`src/ust_pkg.sv`:
```
// shared constants and types for the union-find spanning tree engine
// no dependencies; imported by ust_geom, the top level and ust_checker
`default_nettype none

package ust_pkg;

    // table geometry
    localparam int MAX_CELLS = 4096;
    localparam int MAX_SIDE  = 64;
    localparam int CELL_W    = $clog2(MAX_CELLS);

    // item field widths
    localparam int COORD_W = 6;
    localparam int SIDE_W  = 7;
    localparam int COUNT_W = 12;

    // union by rank
    localparam int RANK_W   = 4;
    localparam int RANK_MAX = 15;

    // wide enough for row * width + col plus one step right or down
    localparam int IDX_W   = (CELL_W >= COORD_W + SIDE_W) ? CELL_W + 1 : COORD_W + SIDE_W + 1;
    localparam int CELLS_W = 2 * SIDE_W;

    // configuration register indexes
    localparam int CFG_IDX_W = 1;
    localparam logic [CFG_IDX_W-1:0] CFG_GRID_WIDTH  = 1'd0;
    localparam logic [CFG_IDX_W-1:0] CFG_GRID_HEIGHT = 1'd1;

    // request codes
    localparam logic REQ_CLEAR = 1'b0;
    localparam logic REQ_EDGE  = 1'b1;

    // one union-find table entry
    typedef struct packed {
        logic [RANK_W-1:0] rank;
        logic [CELL_W-1:0] parent;
    } entry_t;

    localparam int ENTRY_W = RANK_W + CELL_W;

    // geometry of the current item, as seen by the sequencer
    typedef struct packed {
        logic               off;
        logic [CELL_W-1:0]  idx_a;
        logic [CELL_W-1:0]  idx_b;
        logic [CELLS_W-1:0] cells;
    } geom_t;

endpackage

`default_nettype wire

```
`src/ust_geom.sv`:
```
// grid configuration registers and cell index / off-grid computation
// depends on ust_pkg
`default_nettype none

module ust_geom
    import ust_pkg::*;
(
    input  wire logic                 aclk,
    input  wire logic                 aresetn,
    input  wire logic                 cfg_wr_en,
    input  wire logic [CFG_IDX_W-1:0] cfg_index,
    input  wire logic [SIDE_W-1:0]    cfg_wdata,
    input  wire logic                 load,
    input  wire logic [COORD_W-1:0]   cell_row,
    input  wire logic [COORD_W-1:0]   cell_col,
    input  wire logic                 edge_dir,
    output geom_t                     geom
);

    logic [SIDE_W-1:0]  grid_width_reg;
    logic [SIDE_W-1:0]  grid_height_reg;
    logic [CELLS_W-1:0] cells_reg;
    logic               off_reg;
    logic [CELL_W-1:0]  idx_a_reg;
    logic [CELL_W-1:0]  idx_b_reg;

    logic [SIDE_W-1:0] w_eff;
    logic [SIDE_W-1:0] h_eff;
    logic [SIDE_W-1:0] row_x;
    logic [SIDE_W-1:0] col_x;
    logic [SIDE_W-1:0] row2;
    logic [SIDE_W-1:0] col2;
    logic [IDX_W-1:0]  idx_a;
    logic [IDX_W-1:0]  idx_b;
    logic              off;

    always_ff @(posedge aclk) begin
        if (!aresetn) begin
            grid_width_reg  <= SIDE_W'(MAX_SIDE);
            grid_height_reg <= SIDE_W'(MAX_SIDE);
        end else if (cfg_wr_en) begin
            if (cfg_index == CFG_GRID_WIDTH) begin
                grid_width_reg <= cfg_wdata;
            end
            if (cfg_index == CFG_GRID_HEIGHT) begin
                grid_height_reg <= cfg_wdata;
            end
        end
    end

    // sides above the table limit are clamped
    assign w_eff = (grid_width_reg > SIDE_W'(MAX_SIDE)) ? SIDE_W'(MAX_SIDE) : grid_width_reg;
    assign h_eff = (grid_height_reg > SIDE_W'(MAX_SIDE)) ? SIDE_W'(MAX_SIDE) : grid_height_reg;

    assign row_x = SIDE_W'(cell_row);
    assign col_x = SIDE_W'(cell_col);
    assign row2  = row_x + SIDE_W'(edge_dir);
    assign col2  = col_x + SIDE_W'(!edge_dir);

    // row-major index; the neighbor is one column or one row further
    assign idx_a = IDX_W'(cell_row) * IDX_W'(w_eff) + IDX_W'(cell_col);
    assign idx_b = idx_a + (edge_dir ? IDX_W'(w_eff) : IDX_W'(1));

    assign off = (row_x >= h_eff) || (col_x >= w_eff) || (row2 >= h_eff) || (col2 >= w_eff)
              || (idx_a >= IDX_W'(MAX_CELLS)) || (idx_b >= IDX_W'(MAX_CELLS));

    always_ff @(posedge aclk) begin
        cells_reg <= CELLS_W'(w_eff) * CELLS_W'(h_eff);
        if (load) begin
            off_reg   <= off;
            idx_a_reg <= idx_a[CELL_W-1:0];
            idx_b_reg <= idx_b[CELL_W-1:0];
        end
    end

    assign geom.off   = off_reg;
    assign geom.idx_a = idx_a_reg;
    assign geom.idx_b = idx_b_reg;
    assign geom.cells = cells_reg;

endmodule

`default_nettype wire

```
`config.mk`:
```
export PLATFORM = sky130hd
export DESIGN_NAME = ust_geom
export DESIGN_NICKNAME = d
export VERILOG_FILES = /design/src/ust_pkg.sv /design/src/ust_geom.sv
export SDC_FILE = /design/constraint.sdc
export NUM_CORES = 1
export LEC_CHECK = 0
export BUFFER_PORTS_ARGS = -buffer_cell sky130_fd_sc_hd__buf_2
export CORE_MARGIN = 5
export CORE_UTILIZATION = 45
export DETAILED_ROUTE_END_ITERATION = 10
export PLACE_DENSITY_LB_ADDON = 0.12
export SETUP_SLACK_MARGIN = 0.05
export SLEW_MARGIN = 20
export SYNTH_ARGS = -nofsm -noshare
export SYNTH_HDL_FRONTEND = slang
export SYNTH_SLANG_ARGS = --single-unit
```
`constraint.sdc`:
```
create_clock -name aclk -period 5.9 [get_ports aclk]
set_clock_uncertainty 0.05 [all_clocks]
set_input_delay 0.59 -clock aclk [delete_from_list [all_inputs] [get_ports aclk]]
set_output_delay 0.59 -clock aclk [all_outputs]
set_load 0.05 [all_outputs]
```
==> results.json, run 1 <==
{
  "powerDensity_nw_per_um2": 151,
  "die_w_um": 125,
  "cts_setup_buffers": 0,
  "min_path_cells": 2,
  "cts_buffers": 5,
  "avgViaCountPerCell": 5.05,
  "critPathMaxFanout": 15,
  "largest_reg_flops": 14,
  "setup_viol": 0,
  "period_needed_ns": 5.35,
  "final_area_um2": 6640,
  "min_from": "grid_height_reg[5]",
  "gp_congestion": 0.894,
  "drt_iter0_drc": 215,
  "fillerInstances": 1274,
  "cp.required_ns": 5.90,
  "rsz0062_at_grt": "false",
  "synth_top_cell_area_share": 0.221,
  "syn_inst": 632,
  "initial_core_util": 0.454,
  "antenna_cells": 0,
  "clk_latency_ns": 0.31,
  "drive_above_1_share": 0.129,
  "final_max_slew_viol_count": 0,
  "die_area_um2": 15600,
  "grt_pass1_vias": 4612,
  "rr_endpoint": "idx_b_reg[11]",
  "grt.overflow.total": 0,
  "synth.distinct_cells": 52,
  "yosys-top-cells-area": "ha_1, fa_1, edfxtp_1, dfxtp_1, inv_1",
  "hpwl_um": 10900,
  "synth_seq_cells": 53,
  "drv_cap": 0,
  "whs_endpoint": "grid_height_reg[5]",
  "nets": 873,
  "tightest_slew_ns": 0.566,
  "final.period_utilization": 0.907,
  "grt_max_degree": 26,
  "core_um2": 13100,
  "worstSetupPathType": "register to register",
  "slew_headroom": 0.622,
  "instances_no_fill": 871,
  "avgSynthCellArea_um2": 9.39,
  "finalHoldViolations": 0,
  "setup_tns_ns": 0,
  "ir_drop_mv": 0.108,
  "drt-wirelength-per-cell_um": 14.8,
  "total_power_mw": 1.00,
  "cts.sinks": 53,
  "cts_tree": "built",
  "row_count": 42,
  "max_freq_ghz": 0.187,
  "cts.clk_slew.worst_paths_ns": 0.07,
  "status": "completed",
  "postPlaceCellArea_um2": 6470,
  "whs_ns": 0.410,
  "h-tree-depth": 2,
  "slowest_stage": "fa_1",
  "reg2reg_depth": 19,
  "yosysTopAreaCell": "ha_1",
  "ys_seq_area_frac": 0.221,
  "clockBufferDepth": 2,
  "slowest_delay_ns": 0.55,
  "netlist_area_um2": 5930,
  "worstPathArrival_ns": 5.35,
  "drtPass1Iterations": 6,
  "drt-total-wl_um": 12900,
  "worst-r2r-setup-slack_ns": 0.55,
  "syn_to_final_growth_pct": 11.8,
  "synth_flop_cell": "dfxtp_1",
  "syn_nets": 811,
  "multi_input_area_um2": 4260,
  "chipHeight_um": 125,
  "cts_hold_buf": 0,
  "io_buffers": 63,
  "synth-async-reset-ratio": 0,
  "cts_resized": 0,
  "io_pins": 64,
  "setup.worst_path.end_class": "register",
  "vias": 4397,
  "p_leak_nw": 3.39,
  "hold_path_class": "register to register",
  "start_kind": "register",
  "grt_pass1_wl_um": 22100,
  "placed_cells": 863,
  "grt_usage": 0.172,
  "reg2reg_from": "grid_width_reg[6]",
  "synth-edff-count": 25,
  "yosysWarnings": 0,
  "seq_area_um2": 1310,
  "remaining_drc_errors": 0,
  "antenna_found_initial": 0,
  "root_buffer": "clkbuf_16",
  "critical_path.cell_chain": "inv_2 -> nand2_1 -> inv_1 -> nand2_1 -> fa_1 -> fa_1 -> inv_1 -> fa_1 -> fa_1 -> ha_1 -> nand3_1 -> o221ai_1 -> xor2_1 -> ha_1 -> nor2_1 -> nor2_1 -> o41ai_2 -> nand3b_2 -> xnor2_1",
  "crit_top_cell": "fa_1",
  "ant_nets": 0
}
[layout by cell type (no fill, tap or decap), types with 17 or more instances in the layout]
master    instances
fa_1             49
a21oi_1          23
buf_2            63
nor2b_1          24
dfxtp_1          27
nand3_1          17
inv_1            80
xnor2_1          28
ha_1            105
nand2_1          63
edfxtp_1         25
nor2_1           39
and2_1           30
[worst max-delay path, delay by kind of cell (launching register included)]
kind            cells  cell delay, ns
xor+xnor            2            0.29
buf+inv             3            0.33
fa+ha+maj           6            2.78
flops               1            0.42
simple gates        6            0.72
compound gates      2            0.50
[metal layers]
metal	global-route usage	vias to the layer above	wire [um]	part of all wire
li1	-	2231	-	-
met1	0.229	2068	6080	0.47
met2	0.291	86	6030	0.47
met3	0.0279	12	583	0.045
met4	0.0504	0	191	0.015
met5	0	-	0	0
[Yosys cell counts (all sizes together), types with 2 or more instances]
library cell	number
nand2	63
xor2	7
edfxtp	25
ha	105
and2	31
clkbuf	15
a21oi	23
nand3	17
nor2b	24
o22ai	3
xnor2	28
or3	5
and4	3
mux2i	7
nor3	5
o21bai	3
nor2	39
a21o	10
fa	49
o21ai	11
inv	81
dfxtp	28
o21a	6
o211ai	2
a21boi	6
and3	6
nand4	4
nand2b	9
[power by group]
group | switching, mW | internal, mW
Clock | 0.143 | 0.202
Combinational | 0.155 | 0.0815
Sequential | 0.00864 | 0.410
Total | 0.307 | 0.693
[per-stage QoR]
step	setup slack [ns]	util
final	0.551	0.507
after global routing	0.220	0.507
after CTS	0.322	0.507
after detailed placement	0.339	0.494
after global placement	0.531	0.494
after floorplan	0.726	-
[cell type report]
cell class,count,area share
inverter,81,0.0458
timing repair buffer,71,0.0566
tap,176,0.0332
multi-input combinational,482,0.641
clock inverter,2,0.00585
clock buffer,6,0.0194
sequential,53,0.198
[worst max-delay path by stage]
stage | from | to | slack [ns]
final | grid_width_reg[6] | idx_b_reg[11] | 0.55
after CTS | grid_width_reg[6] | idx_b_reg[11] | 0.32
after global placement | grid_width_reg[6] | idx_b_reg[11] | 0.53
after floorplan | grid_width_reg[6] | idx_b_reg[11] | 0.73
after detailed placement | grid_width_reg[6] | idx_b_reg[11] | 0.34
after global routing | grid_width_reg[6] | idx_b_reg[11] | 0.22
[logic make-up after synthesis]
family / Yosys count / share of synthesized area
multiplexers: 7 / 0.0118
flip-flops: 53 / 0.221
buffers and inverters: 97 / 0.0620
AND/OR/NAND/NOR: 208 / 0.177
AO/OA/AOI/OAI: 78 / 0.0902
XOR/XNOR: 35 / 0.0517
adder cells (fa/ha/maj): 154 / 0.387
Note: power is estimated with default switching activity, not from simulation.
==> run 2, diff against run 1 <==
- ABC_AREA: default -> 1
- CORE_ASPECT_RATIO: default -> 1.25
==> results.json, run 2 <==
{
  "core_um2": 13800,
  "postPlaceCellArea_um2": 6810,
  "grtUsageMet1": 0.205,
  "h-tree-depth": 2,
  "hpwl_um": 12900,
  "syn_inst": 796,
  "synth-async-reset-ratio": 0,
  "reg2reg_from": "grid_width_reg[6]",
  "whs_ns": 0.435,
  "drt-total-wl_um": 15000,
  "initial_core_util": 0.455,
  "drt_iter0_drc": 240,
  "slowest_stage": "fa_1",
  "grt.overflow.total": 0,
  "tightest_slew_ns": 0.531,
  "avgSynthCellArea_um2": 7.85,
  "io_pins": 64,
  "ir_drop_mv": 0.124,
  "start_kind": "register",
  "netlist_area_um2": 6250,
  "final_area_um2": 6960,
  "max_freq_ghz": 0.189,
  "drt-wirelength-per-cell_um": 14.4,
  "setup_tns_ns": 0,
  "synth.distinct_cells": 33,
  "cts_tree": "built",
  "remaining_drc_errors": 0,
  "ant_nets": 0,
  "drtPass1Iterations": 5,
  "synth-edff-count": 25,
  "hold_path_class": "register to register",
  "final_common_cell": "nand2_1",
  "synth.most_common_cell": "nand2_1",
  "synth_top_cell_area_share": 0.210,
  "cts_hold_buf": 0,
  "crit_buf_inv": 4,
  "syn_to_final_growth_pct": 11.3,
  "slew_headroom": 0.645,
  "antenna_found_initial": 0,
  "critPathMaxFanout": 6,
  "die_area_um2": 16400,
  "cts_buffers": 5,
  "final.period_utilization": 0.896,
  "min_from": "grid_height_reg[4]",
  "io_buffers": 63,
  "yosysWarnings": 0,
  "grtUsageMet3": 0.0235,
  "cp.required_ns": 5.90,
  "cts_setup_buffers": 0,
  "finalHoldViolations": 0,
  "cts.clk_slew.worst_paths_ns": 0.07,
  "synth_seq_cells": 53,
  "root_buffer": "clkbuf_16",
  "final_max_slew_viol_count": 0,
  "grt_pass1_wl_um": 25600,
  "clk_latency_ns": 0.29,
  "p_leak_nw": 3.86,
  "worstPathArrival_ns": 5.28,
  "min_path_cells": 2,
  "setup.worst_path.end_class": "register",
  "clockBufferDepth": 2,
  "cts_resized": 0,
  "grt_usage": 0.193,
  "drv_cap": 0,
  "status": "completed",
  "setup_viol": 0,
  "critical_path.cell_chain": "inv_1 -> nand2_1 -> inv_1 -> nand2_1 -> fa_1 -> fa_1 -> inv_1 -> fa_1 -> fa_1 -> ha_1 -> nand2_1 -> nand2_1 -> inv_1 -> nand2_1 -> a21oi_1 -> xnor2_1 -> ha_1 -> nand2_1 -> o21a_1 -> nand2_1 -> nand3_2 -> o21bai_1 -> nand2_1",
  "reg2reg_depth": 23,
  "die_w_um": 115,
  "ys_seq_area_frac": 0.210,
  "ys_top_cells_by_count": "nand2_1, inv_1, nor2_1",
  "final_cell_mix": "nand2_1, inv_1, nor2_1",
  "rsz0062_at_grt": "false",
  "crit_family": "adder cells",
  "use_met2": 0.376,
  "synth_flop_cell": "dfxtp_1",
  "worstSetupPathType": "register to register",
  "drive_above_1_share": 0.114,
  "whs_endpoint": "grid_height_reg[4]",
  "yosysTopAreaCell": "ha_1",
  "setup_slack_ns": 0.615,
  "grt_pass1_vias": 5667,
  "worst-r2r-setup-slack_ns": 0.61,
  "gp_congestion": 0.877,
  "syn_nets": 975,
  "avgViaCountPerCell": 5.14,
  "vias": 5355,
  "chipHeight_um": 142,
  "yosys-top-cells-area": "ha_1, fa_1, edfxtp_1, nand2_1, dfxtp_1",
  "place_ws_ns": 0.465,
  "grt_max_degree": 26,
  "busiest_layer": "met2",
  "largest_reg_flops": 14,
  "antenna_cells": 0,
  "slowest_delay_ns": 0.56,
  "cts.sinks": 53,
  "powerDensity_nw_per_um2": 157,
  "row_count": 48,
  "crit_top_cell": "nand2_1",
  "final_util": 0.506,
  "period_needed_ns": 5.29,
  "nets": 1045,
  "rr_endpoint": "idx_b_reg[11]"
}
-- run 2: changes by cell type after synthesis, moves of 12 or more --
cell,change
nand2_1,+106
nor2_1,+70
inv_1,+56
and2_1,-30
nor2b_1,-24
xnor2_1,-20
nand3_1,+14
xor2_1,+14
a21oi_1,+12
-- run 2: stage by stage --
step                      instances  power, mW
final                          1042       1.09
after global routing           1042       1.16
after global placement         1034      0.792
after floorplan                 796      0.708
after CTS                      1042       1.11
after detailed placement       1034      0.800
-- run 2: cells by family after synthesis --
kind of cell	share of synthesized area
DFF	0.210
and+or+nand+nor	0.236
AOI/OAI and AO/OA	0.0538
adders and majority gates	0.367
buffers and inverters	0.0925
xor gates and xnor gates	0.0406
-- run 2: metal layers --
metal,up-vias,wire [um]
met5,-,0
met4,0,610
met3,39,492
met2,113,8150
met1,2546,5720
li1,2657,-
-- run 2: tightest hold or removal path, cell delays in order, from the launching register on --
cell and delay, ns:
dfxtp_1 0.33, nor2_1 0.05, nor2_1 0.08
-- run 2: how the worst max path moves through the flow --
stage                         end         startpoint  cells past startpoint
global route        idx_b_reg[11]  grid_width_reg[6]                     23
detailed placement  idx_b_reg[11]        cell_row[2]                     23
finish              idx_b_reg[11]  grid_width_reg[6]                     23
floorplan           idx_b_reg[11]  grid_width_reg[6]                     24
global placement    idx_b_reg[11]        cell_row[2]                     23
CTS                 idx_b_reg[11]  grid_width_reg[6]                     23
-- run 2: final cells by class --
| cell class | instances | area (um2) |
|---|---|---|
| Multi-Input combinational cell | 593 | 4360 |
| Clock buffer | 7 | 143 |
| Timing Repair Buffer | 73 | 390 |
| Inverter | 140 | 526 |
| Sequential cell | 53 | 1310 |
| Tap cell | 175 | 219 |
| Fill cell | 1384 | 6800 |
| Clock inverter | 1 | 6.26 |
-- run 2: where the power goes --
| part | switching, mW | internal, mW | total [mW] | leakage, nW |
|---|---|---|---|---|
| combinational | 0.251 | 0.108 | 0.359 | 3.31 |
| sequential | 0.00862 | 0.421 | 0.430 | 0.475 |
| clock | 0.133 | 0.170 | 0.303 | 0.0744 |
| total | 0.393 | 0.699 | 1.09 | 3.86 |
